--- src/hdl/isps_pkg.sv ---
// Shared types, constants and the neighbor isolation test for the isolated S1 peak selector.
package isps_pkg;

	localparam int TIME_BITS   = 48;
	localparam int CHARGE_BITS = 24;
	localparam int INDEX_BITS  = 16;
	localparam int WIDTH_BITS  = 24;
	localparam int GAP_BITS    = 24;
	localparam int RATIO_BITS  = 4;
	localparam int SUM_BITS    = CHARGE_BITS + 1;
	localparam int PROD_BITS   = SUM_BITS + RATIO_BITS;
	localparam int CMP_BITS    = (TIME_BITS > GAP_BITS) ? TIME_BITS : GAP_BITS;
	localparam int CFG_BITS    = (GAP_BITS > RATIO_BITS) ? GAP_BITS : RATIO_BITS;

	localparam logic [GAP_BITS-1:0]   GAP_RESET   = GAP_BITS'(100);
	localparam logic [RATIO_BITS-1:0] RATIO_RESET = RATIO_BITS'(3);
	localparam logic [INDEX_BITS-1:0] INDEX_MAX   = {INDEX_BITS{1'b1}};

	typedef logic [TIME_BITS-1:0]  time_t;
	typedef logic [SUM_BITS-1:0]   sum_t;
	typedef logic [INDEX_BITS-1:0] index_t;
	typedef logic [GAP_BITS-1:0]   gap_t;
	typedef logic [RATIO_BITS-1:0] ratio_t;

	typedef enum logic {
		CFG_GAP_THRESHOLD = 1'b0,
		CFG_CHARGE_RATIO  = 1'b1
	} cfg_index_t;

	// One signal after the input register: end time and summed charge already formed.
	typedef struct packed {
		time_t start;
		time_t stop;
		sum_t  charge;
		logic  is_s1;
		logic  last;
	} item_t;

	typedef struct packed {
		logic   found;
		index_t index;
		sum_t   charge;
	} res_t;

	typedef struct packed {
		gap_t   gap_threshold;
		ratio_t charge_ratio;
	} cfg_t;

	// One side of a signal is isolated when the neighbor is absent, far enough
	// away, or small enough compared with the signal.
	function automatic logic side_isolated(logic present, time_t gap, gap_t thr,
			sum_t c, sum_t nb, ratio_t r);
		logic [PROD_BITS-1:0] lim;
		lim = PROD_BITS'(r) * PROD_BITS'(nb);
		return !present || (CMP_BITS'(gap) > CMP_BITS'(thr)) || (PROD_BITS'(c) > lim);
	endfunction

endpackage

--- src/hdl/isps_cfg.sv ---
// Configuration registers of the isolated S1 peak selector.
module isps_cfg
	import isps_pkg::*;
(
	input  logic                clk,
	input  logic                arst_n,
	input  logic                cfg_we,
	input  cfg_index_t          cfg_index,
	input  logic [CFG_BITS-1:0] cfg_data,
	output cfg_t                cfg
);

	gap_t   gap_q;
	ratio_t ratio_q;

	always_ff @(posedge clk or negedge arst_n) begin
		if (!arst_n) begin
			gap_q   <= GAP_RESET;
			ratio_q <= RATIO_RESET;
		end else if (cfg_we) begin
			case (cfg_index)
				CFG_GAP_THRESHOLD: gap_q   <= cfg_data[GAP_BITS-1:0];
				CFG_CHARGE_RATIO:  ratio_q <= cfg_data[RATIO_BITS-1:0];
				default: ;
			endcase
		end
	end

	assign cfg.gap_threshold = gap_q;
	assign cfg.charge_ratio  = ratio_q;

endmodule

--- src/hdl/isps_in_stage.sv ---
// Input register: captures one item, forms end time and summed charge.
module isps_in_stage
	import isps_pkg::*;
(
	input  logic                   clk,
	input  logic                   arst_n,
	input  logic                   in_valid,
	output logic                   in_stall,
	input  logic [TIME_BITS-1:0]   start_time,
	input  logic [WIDTH_BITS-1:0]  width,
	input  logic [CHARGE_BITS-1:0] charge_top,
	input  logic [CHARGE_BITS-1:0] charge_bottom,
	input  logic                   is_s1,
	input  logic                   last_in_event,
	input  logic                   advance,
	output logic                   valid_s1,
	output item_t                  item_s1
);

	logic load;

	assign in_stall = valid_s1 && !advance;
	assign load     = in_valid && !in_stall;

	always_ff @(posedge clk or negedge arst_n) begin
		if (!arst_n) begin
			valid_s1 <= 1'b0;
		end else if (load || advance) begin
			valid_s1 <= load;
		end
	end

	always_ff @(posedge clk) begin
		if (load) begin
			item_s1.start  <= start_time;
			item_s1.stop   <= start_time + TIME_BITS'(width);
			item_s1.charge <= SUM_BITS'(charge_top) + SUM_BITS'(charge_bottom);
			item_s1.is_s1  <= is_s1;
			item_s1.last   <= last_in_event;
		end
	end

endmodule

--- src/hdl/isps_select.sv ---
// Event state: pending signal, previous neighbor, best candidate and signal count.
module isps_select
	import isps_pkg::*;
(
	input  logic  clk,
	input  logic  arst_n,
	input  cfg_t  cfg,
	input  logic  advance,
	input  item_t item_s1,
	output logic  res_valid,
	output res_t  res
);

	time_t  prev_end_q;
	sum_t   prev_charge_q;
	logic   have_prev_q;
	time_t  pend_start_q;
	time_t  pend_end_q;
	sum_t   pend_charge_q;
	logic   pend_is_s1_q;
	logic   pend_valid_q;
	index_t pend_index_q;
	index_t count_q;
	sum_t   best_charge_q;
	index_t best_index_q;
	logic   best_found_q;

	logic   pend_wins;
	sum_t   best_charge_nx;
	index_t best_index_nx;
	logic   best_found_nx;
	logic   have_prev_nx;
	time_t  prev_end_nx;
	sum_t   prev_charge_nx;
	logic   new_wins;

	// Judge the pending signal with the new item as its right neighbor.
	always_comb begin
		pend_wins = pend_valid_q && pend_is_s1_q && (pend_charge_q > best_charge_q)
			&& side_isolated(have_prev_q, pend_start_q - prev_end_q, cfg.gap_threshold,
				pend_charge_q, prev_charge_q, cfg.charge_ratio)
			&& side_isolated(1'b1, item_s1.start - pend_end_q, cfg.gap_threshold,
				pend_charge_q, item_s1.charge, cfg.charge_ratio);
		best_charge_nx = pend_wins ? pend_charge_q : best_charge_q;
		best_index_nx  = pend_wins ? pend_index_q : best_index_q;
		best_found_nx  = pend_wins || best_found_q;
		have_prev_nx   = have_prev_q || pend_valid_q;
		prev_end_nx    = pend_valid_q ? pend_end_q : prev_end_q;
		prev_charge_nx = pend_valid_q ? pend_charge_q : prev_charge_q;
		// On the last item judge the new signal itself, with no right neighbor.
		new_wins = item_s1.is_s1 && (item_s1.charge > best_charge_nx)
			&& side_isolated(have_prev_nx, item_s1.start - prev_end_nx, cfg.gap_threshold,
				item_s1.charge, prev_charge_nx, cfg.charge_ratio);
	end

	always_comb begin
		res.found  = best_found_nx || new_wins;
		res.index  = new_wins ? count_q : (best_found_nx ? best_index_nx : '0);
		res.charge = new_wins ? item_s1.charge : (best_found_nx ? best_charge_nx : '0);
	end

	assign res_valid = advance && item_s1.last;

	always_ff @(posedge clk or negedge arst_n) begin
		if (!arst_n) begin
			prev_end_q    <= '0;
			prev_charge_q <= '0;
			have_prev_q   <= 1'b0;
			pend_start_q  <= '0;
			pend_end_q    <= '0;
			pend_charge_q <= '0;
			pend_is_s1_q  <= 1'b0;
			pend_valid_q  <= 1'b0;
			pend_index_q  <= '0;
			count_q       <= '0;
			best_charge_q <= '0;
			best_index_q  <= '0;
			best_found_q  <= 1'b0;
		end else if (advance) begin
			if (item_s1.last) begin
				prev_end_q    <= '0;
				prev_charge_q <= '0;
				have_prev_q   <= 1'b0;
				pend_start_q  <= '0;
				pend_end_q    <= '0;
				pend_charge_q <= '0;
				pend_is_s1_q  <= 1'b0;
				pend_valid_q  <= 1'b0;
				pend_index_q  <= '0;
				count_q       <= '0;
				best_charge_q <= '0;
				best_index_q  <= '0;
				best_found_q  <= 1'b0;
			end else begin
				prev_end_q    <= prev_end_nx;
				prev_charge_q <= prev_charge_nx;
				have_prev_q   <= have_prev_nx;
				pend_start_q  <= item_s1.start;
				pend_end_q    <= item_s1.stop;
				pend_charge_q <= item_s1.charge;
				pend_is_s1_q  <= item_s1.is_s1;
				pend_valid_q  <= 1'b1;
				pend_index_q  <= count_q;
				if (count_q != INDEX_MAX) begin
					count_q <= count_q + 1'b1;
				end
				best_charge_q <= best_charge_nx;
				best_index_q  <= best_index_nx;
				best_found_q  <= best_found_nx;
			end
		end
	end

endmodule

--- src/hdl/isolated_s1_peak_select_top.sv ---
// Top level of the isolated S1 peak selector: input stage, event logic, result register.
// Path: the last-in-event item of an event passes the input register, and its result
//   is then loaded into the result register.
// Throughput: one item per cycle; the input stalls only while a result waits
//   downstream and the input register holds another last-in-event item.
// Reset: arst_n clears all event state and valid flags at once and restores
//   gap_threshold to 100 and charge_ratio to 3; no clearing pass is needed.
module isolated_s1_peak_select_top
	import isps_pkg::*;
(
	input  logic                   clk,
	input  logic                   arst_n,
	// configuration write port
	input  logic                   cfg_we,
	input  cfg_index_t             cfg_index,
	input  logic [CFG_BITS-1:0]    cfg_data,
	// input item channel
	input  logic                   in_valid,
	output logic                   in_stall,
	input  logic [TIME_BITS-1:0]   start_time,
	input  logic [WIDTH_BITS-1:0]  width,
	input  logic [CHARGE_BITS-1:0] charge_top,
	input  logic [CHARGE_BITS-1:0] charge_bottom,
	input  logic                   is_s1,
	input  logic                   last_in_event,
	// result item channel
	output logic                   out_valid,
	input  logic                   out_stall,
	output logic                   found,
	output logic [INDEX_BITS-1:0]  best_index,
	output logic [SUM_BITS-1:0]    best_charge
);

	cfg_t  cfg;
	logic  valid_s1;
	item_t item_s1;
	logic  advance;
	logic  res_valid;
	res_t  res;
	logic  out_valid_q;
	res_t  out_q;

	isps_cfg u_cfg (
		.clk       (clk),
		.arst_n    (arst_n),
		.cfg_we    (cfg_we),
		.cfg_index (cfg_index),
		.cfg_data  (cfg_data),
		.cfg       (cfg)
	);

	isps_in_stage u_in (
		.clk           (clk),
		.arst_n        (arst_n),
		.in_valid      (in_valid),
		.in_stall      (in_stall),
		.start_time    (start_time),
		.width         (width),
		.charge_top    (charge_top),
		.charge_bottom (charge_bottom),
		.is_s1         (is_s1),
		.last_in_event (last_in_event),
		.advance       (advance),
		.valid_s1      (valid_s1),
		.item_s1       (item_s1)
	);

	// Advance the staged item unless it produces a result and the result
	// register is still held by the downstream side.
	assign advance = valid_s1 && (!item_s1.last || !out_valid_q || !out_stall);

	isps_select u_sel (
		.clk       (clk),
		.arst_n    (arst_n),
		.cfg       (cfg),
		.advance   (advance),
		.item_s1   (item_s1),
		.res_valid (res_valid),
		.res       (res)
	);

	// Result register: load a fresh result, drop the flag once the item is taken,
	// hold everything while stalled.
	always_ff @(posedge clk or negedge arst_n) begin
		if (!arst_n) begin
			out_valid_q <= 1'b0;
		end else if (res_valid) begin
			out_valid_q <= 1'b1;
		end else if (!out_stall) begin
			out_valid_q <= 1'b0;
		end
	end

	always_ff @(posedge clk) begin
		if (res_valid) begin
			out_q <= res;
		end
	end

	assign out_valid   = out_valid_q;
	assign found       = out_q.found;
	assign best_index  = out_q.index;
	assign best_charge = out_q.charge;

endmodule

--- config.mk ---
export PLATFORM = sky130hd
export DESIGN_NAME = isolated_s1_peak_select_top
export DESIGN_NICKNAME = d
export VERILOG_FILES = /design/src/hdl/isps_pkg.sv /design/src/hdl/isps_cfg.sv /design/src/hdl/isps_in_stage.sv /design/src/hdl/isps_select.sv /design/src/hdl/isolated_s1_peak_select_top.sv
export SDC_FILE = /design/constraint.sdc
export NUM_CORES = 2
export LEC_CHECK = 0
export ABC_AREA = 1
export ABC_CLOCK_PERIOD_IN_PS = 10500
export CAP_MARGIN = 25
export CORE_MARGIN = 2
export CORE_UTILIZATION = 34
export CTS_CLUSTER_SIZE = 25
export DETAILED_ROUTE_END_ITERATION = 10
export DONT_BUFFER_PORTS = 1
export PLACE_DENSITY = 0.55
export REMOVE_ABC_BUFFERS = 1
export SLEW_MARGIN = 20
export SYNTH_ARGS = -nofsm -noshare
export SYNTH_HDL_FRONTEND = slang
export SYNTH_HIERARCHICAL = 1
export SYNTH_SLANG_ARGS = --single-unit
--- constraint.sdc ---
create_clock -name clk -period 10.5 [get_ports clk]
set_input_delay 2.625 -clock clk [delete_from_list [all_inputs] [get_ports clk]]
set_output_delay 2.625 -clock clk [all_outputs]
set_load 0.01 [all_outputs]
==> results.json <==
{
  "status": "finished, final reports clean",
  "antenna_found_initial": 1,
  "cts_setup_buffers": 0,
  "grt_pass1_wl_um": 261100,
  "final_common_cell": "nand2_1",
  "synth-seq-cells": 466,
  "grt_overflow_total": 0,
  "critical-path-max-stage-delay_ps": 940,
  "critPathSlowestCell": "dfrtp_2",
  "dominantRegCellSynth": "dfrtp_1",
  "dr.pass1.iters": 6,
  "path_clk_slew_ps": 60,
  "p_per_area_mw_per_mm2": 200.6,
  "initial_core_util": 0.3411,
  "netlist_area_sq_mm": 0.04742,
  "async_flop_share": 0.6459,
  "critPathBufInv": 4,
  "gp_congestion": 0.9346,
  "hold_path.class": "reg2reg",
  "fin_crit_ps": 9220,
  "clockBufferDepth": 3,
  "post-route-period-util": 0.8781,
  "cts_tree": "built",
  "drcViolationCount": 0,
  "area_growth_pct": 8.652,
  "cpMostUsedCell": "nand3_1",
  "postRouteAntennaNets": 0,
  "met2_length_um": 71860,
  "hpwlAfterDp_um": 139800,
  "portBuffers": 0,
  "die_y_um": 377.5,
  "grt_start_max_net_pins": 302,
  "core-area_sq_mm": 0.1390,
  "nNetsFinal": 7663,
  "crit_fanout": 60,
  "drt_wl_total_um": 171700,
  "highest_layer": "met4",
  "ioPinCount": 196,
  "setup-tns-final_ps": 0,
  "met3_length_um": 11930,
  "drt_iter0_markers": 3949,
  "finalHoldViolCount": 0,
  "final_cell_mix": "2,134 x nand2_1, 1,245 x inv_1, 500 x nor2_1",
  "path_class": "reg2reg",
  "viasPerCell": 5.083,
  "yosysUniqueCellTypes": 62,
  "clk_latency_ps": 710,
  "ys_warn_count": 6,
  "synth.yosys.seq_area_share": 0.2635,
  "dr_total_vias": 44778,
  "syn_inst": 6923,
  "rows": 137,
  "drive_above_1_share": 0.03418,
  "numCtsBuffers": 57,
  "postSynthAreaPerCell_sq_um": 6.850,
  "synth_edf_count": 165,
  "arrival_ps": 9630,
  "setup_viol": 0,
  "die-area_sq_mm": 0.1425,
  "maxCapViolCount": 0,
  "power.leakage_nw": 27.25,
  "cts_resized": 0,
  "slew_headroom": 0.1270,
  "ir_drop_mv": 0.1537,
  "worst_pin_slew_ps": 1309,
  "wl_per_cell_um": 19.49,
  "wl_met1_um": 83480,
  "max_freq_mhz": 108.5,
  "critPathRequiredTime_ps": 10910,
  "cp-end-kind": "register",
  "cts_sinks": 466,
  "fin_total_pwr_w": 0.01033,
  "finClkSkew_ps": 50.47,
  "crit_path_start_kind": "register",
  "crit_family": "simple AND/OR/NAND/NOR gates",
  "rsz0062_at_grt": "no",
  "grt_pass1_vias": 43171,
  "cts_max_level": 2,
  "slew_violations": 0,
  "die_w_um": 377.5,
  "fillers": 14888,
  "root_buffer": "clkbuf_16",
  "hold_buffers": 0,
  "track_usage": 0.2391
}
## flip-flops by register name (all words and copies together), names as in the netlist
register	cells
u_sel/pend_valid_q	1
found	1
u_sel/prev_charge_q	25
u_sel/count_q	16
u_sel/best_found_q	1
u_sel/best_index_q	16
best_index	16
best_charge	25
u_cfg/gap_q	24
u_sel/prev_end_q	48
u_sel/pend_end_q	48
u_sel/pend_charge_q	25
u_sel/pend_is_s1_q	1
u_sel/best_charge_q	25
u_sel/pend_index_q	16
out_valid	1
u_sel/have_prev_q	1
u_in/valid_s1	1
u_sel/pend_start_q	48
u_in/item_s1	123
u_cfg/ratio_q	4
## metal layers
layer / up-vias / global-route usage
li1: 22075 / -
met2: 1356 / 0.3598
met1: 21132 / 0.3528
met4: 0 / 0.06045
met5: - / 0
met3: 215 / 0.03865
## worst register-to-register path: cells and delay by family, from the launching register on
kind / cells / cell delay, ps
AO/OA/AOI/OAI: 4 / 1050
XOR/XNOR: 1 / 100
adder cells (fa/ha/maj): 5 / 2050
buffers and inverters: 4 / 790
flip-flops: 1 / 940
AND/OR/NAND/NOR: 22 / 4020
## cell usage after synthesis, types with 6 or more instances
| cell type | instances | area, sq um |
|---|---|---|
| a211oi_1 | 15 | 112.6 |
| a21boi_0 | 6 | 45.04 |
| a21o_1 | 24 | 180.2 |
| a21oi_1 | 365 | 1827 |
| a22o_1 | 50 | 437.9 |
| a31oi_1 | 30 | 187.7 |
| and2_1 | 6 | 37.54 |
| buf_2 | 9 | 45.04 |
| buf_6 | 7 | 78.83 |
| clkbuf_1 | 114 | 427.9 |
| dfrtp_1 | 296 | 7407 |
| edfxtp_1 | 165 | 4955 |
| fa_1 | 143 | 2863 |
| ha_1 | 484 | 6056 |
| inv_1 | 1247 | 4681 |
| inv_2 | 11 | 41.29 |
| nand2_1 | 2134 | 8010 |
| nand2_2 | 17 | 106.4 |
| nand3_1 | 323 | 1617 |
| nand3b_1 | 28 | 210.2 |
| nand4_1 | 78 | 488.0 |
| nor2_1 | 502 | 1884 |
| nor2_2 | 16 | 100.1 |
| nor3_1 | 58 | 290.3 |
| nor3_2 | 7 | 70.07 |
| nor4_1 | 19 | 118.9 |
| o21a_1 | 21 | 157.7 |
| o21ai_0 | 342 | 1712 |
| o21ai_1 | 10 | 50.05 |
| o21bai_1 | 28 | 210.2 |
| o22ai_1 | 91 | 569.3 |
| or2_2 | 11 | 68.82 |
| xnor2_1 | 56 | 490.5 |
| xor2_1 | 135 | 1182 |
## metrics by stage
stage               utilization  cells  setup WS, ps  hold WS, ps  cell area (sq um)
CTS                      0.3705   8808          1406        449.3              51500
detailed placement       0.3561   8700          1469        440.5              49510
floorplan                     -   6786         -4732        429.7              46820
global route             0.3706   8809         584.8        471.6              51520
finish                   0.3706   8810          1280        437.7              51520
global placement         0.3559   8699          1587        436.8              49480
## path summary, 6_finish.rpt
| path | startpoint | to | slack, ps | depth (start not counted) |
|---|---|---|---|---|
| max reg2reg | u_cfg/ratio_q[3] | best_index[7] | 1280 | 36 |
| min reg2reg | u_in/item_s1[60] | u_sel/pend_end_q[33] | 440 | 2 |
| max in group asynchronous | arst_n | u_sel/pend_valid_q | 7670 | 0 |
| max | u_cfg/ratio_q[3] | best_index[7] | 1280 | 36 |
| min | u_in/item_s1[60] | u_sel/pend_end_q[33] | 440 | 2 |
| min in group asynchronous | arst_n | u_sel/pend_end_q[5] | 1650 | 0 |
## logic make-up after synthesis
| kind of cell | after synthesis | share of synthesized area |
|---|---|---|
| flops | 466 | 0.2635 |
| xor+xnor | 191 | 0.03528 |
| compound gates | 1015 | 0.1217 |
| simple gates | 3226 | 0.2791 |
| buf+inv | 1398 | 0.1124 |
| fa+ha+maj | 627 | 0.1881 |
## report_power, final
part	total, W	internal, W	switching [W]	leakage (nW)
Clock	0.00211	0.00121	0.000895	0.970
Combinational	0.00577	0.00196	0.00381	20.7
Sequential	0.00246	0.00216	0.000299	5.54
Total	0.0103	0.00533	0.00500	27.2
## cell type report
class / instances / area [sq um] / area share
Tap cell: 1876 / 2347 / 0.04556
Clock buffer: 72 / 1597 / 0.03099
Antenna cell: 1 / 2.502 / 0.00004857
Multi-Input combinational cell: 5059 / 29610 / 0.5747
Clock inverter: 36 / 395.4 / 0.007674
Sequential cell: 466 / 12500 / 0.2426
Timing Repair Buffer: 39 / 325.3 / 0.006314
Inverter: 1261 / 4745 / 0.09209
Power figures use the tool's default switching activity.
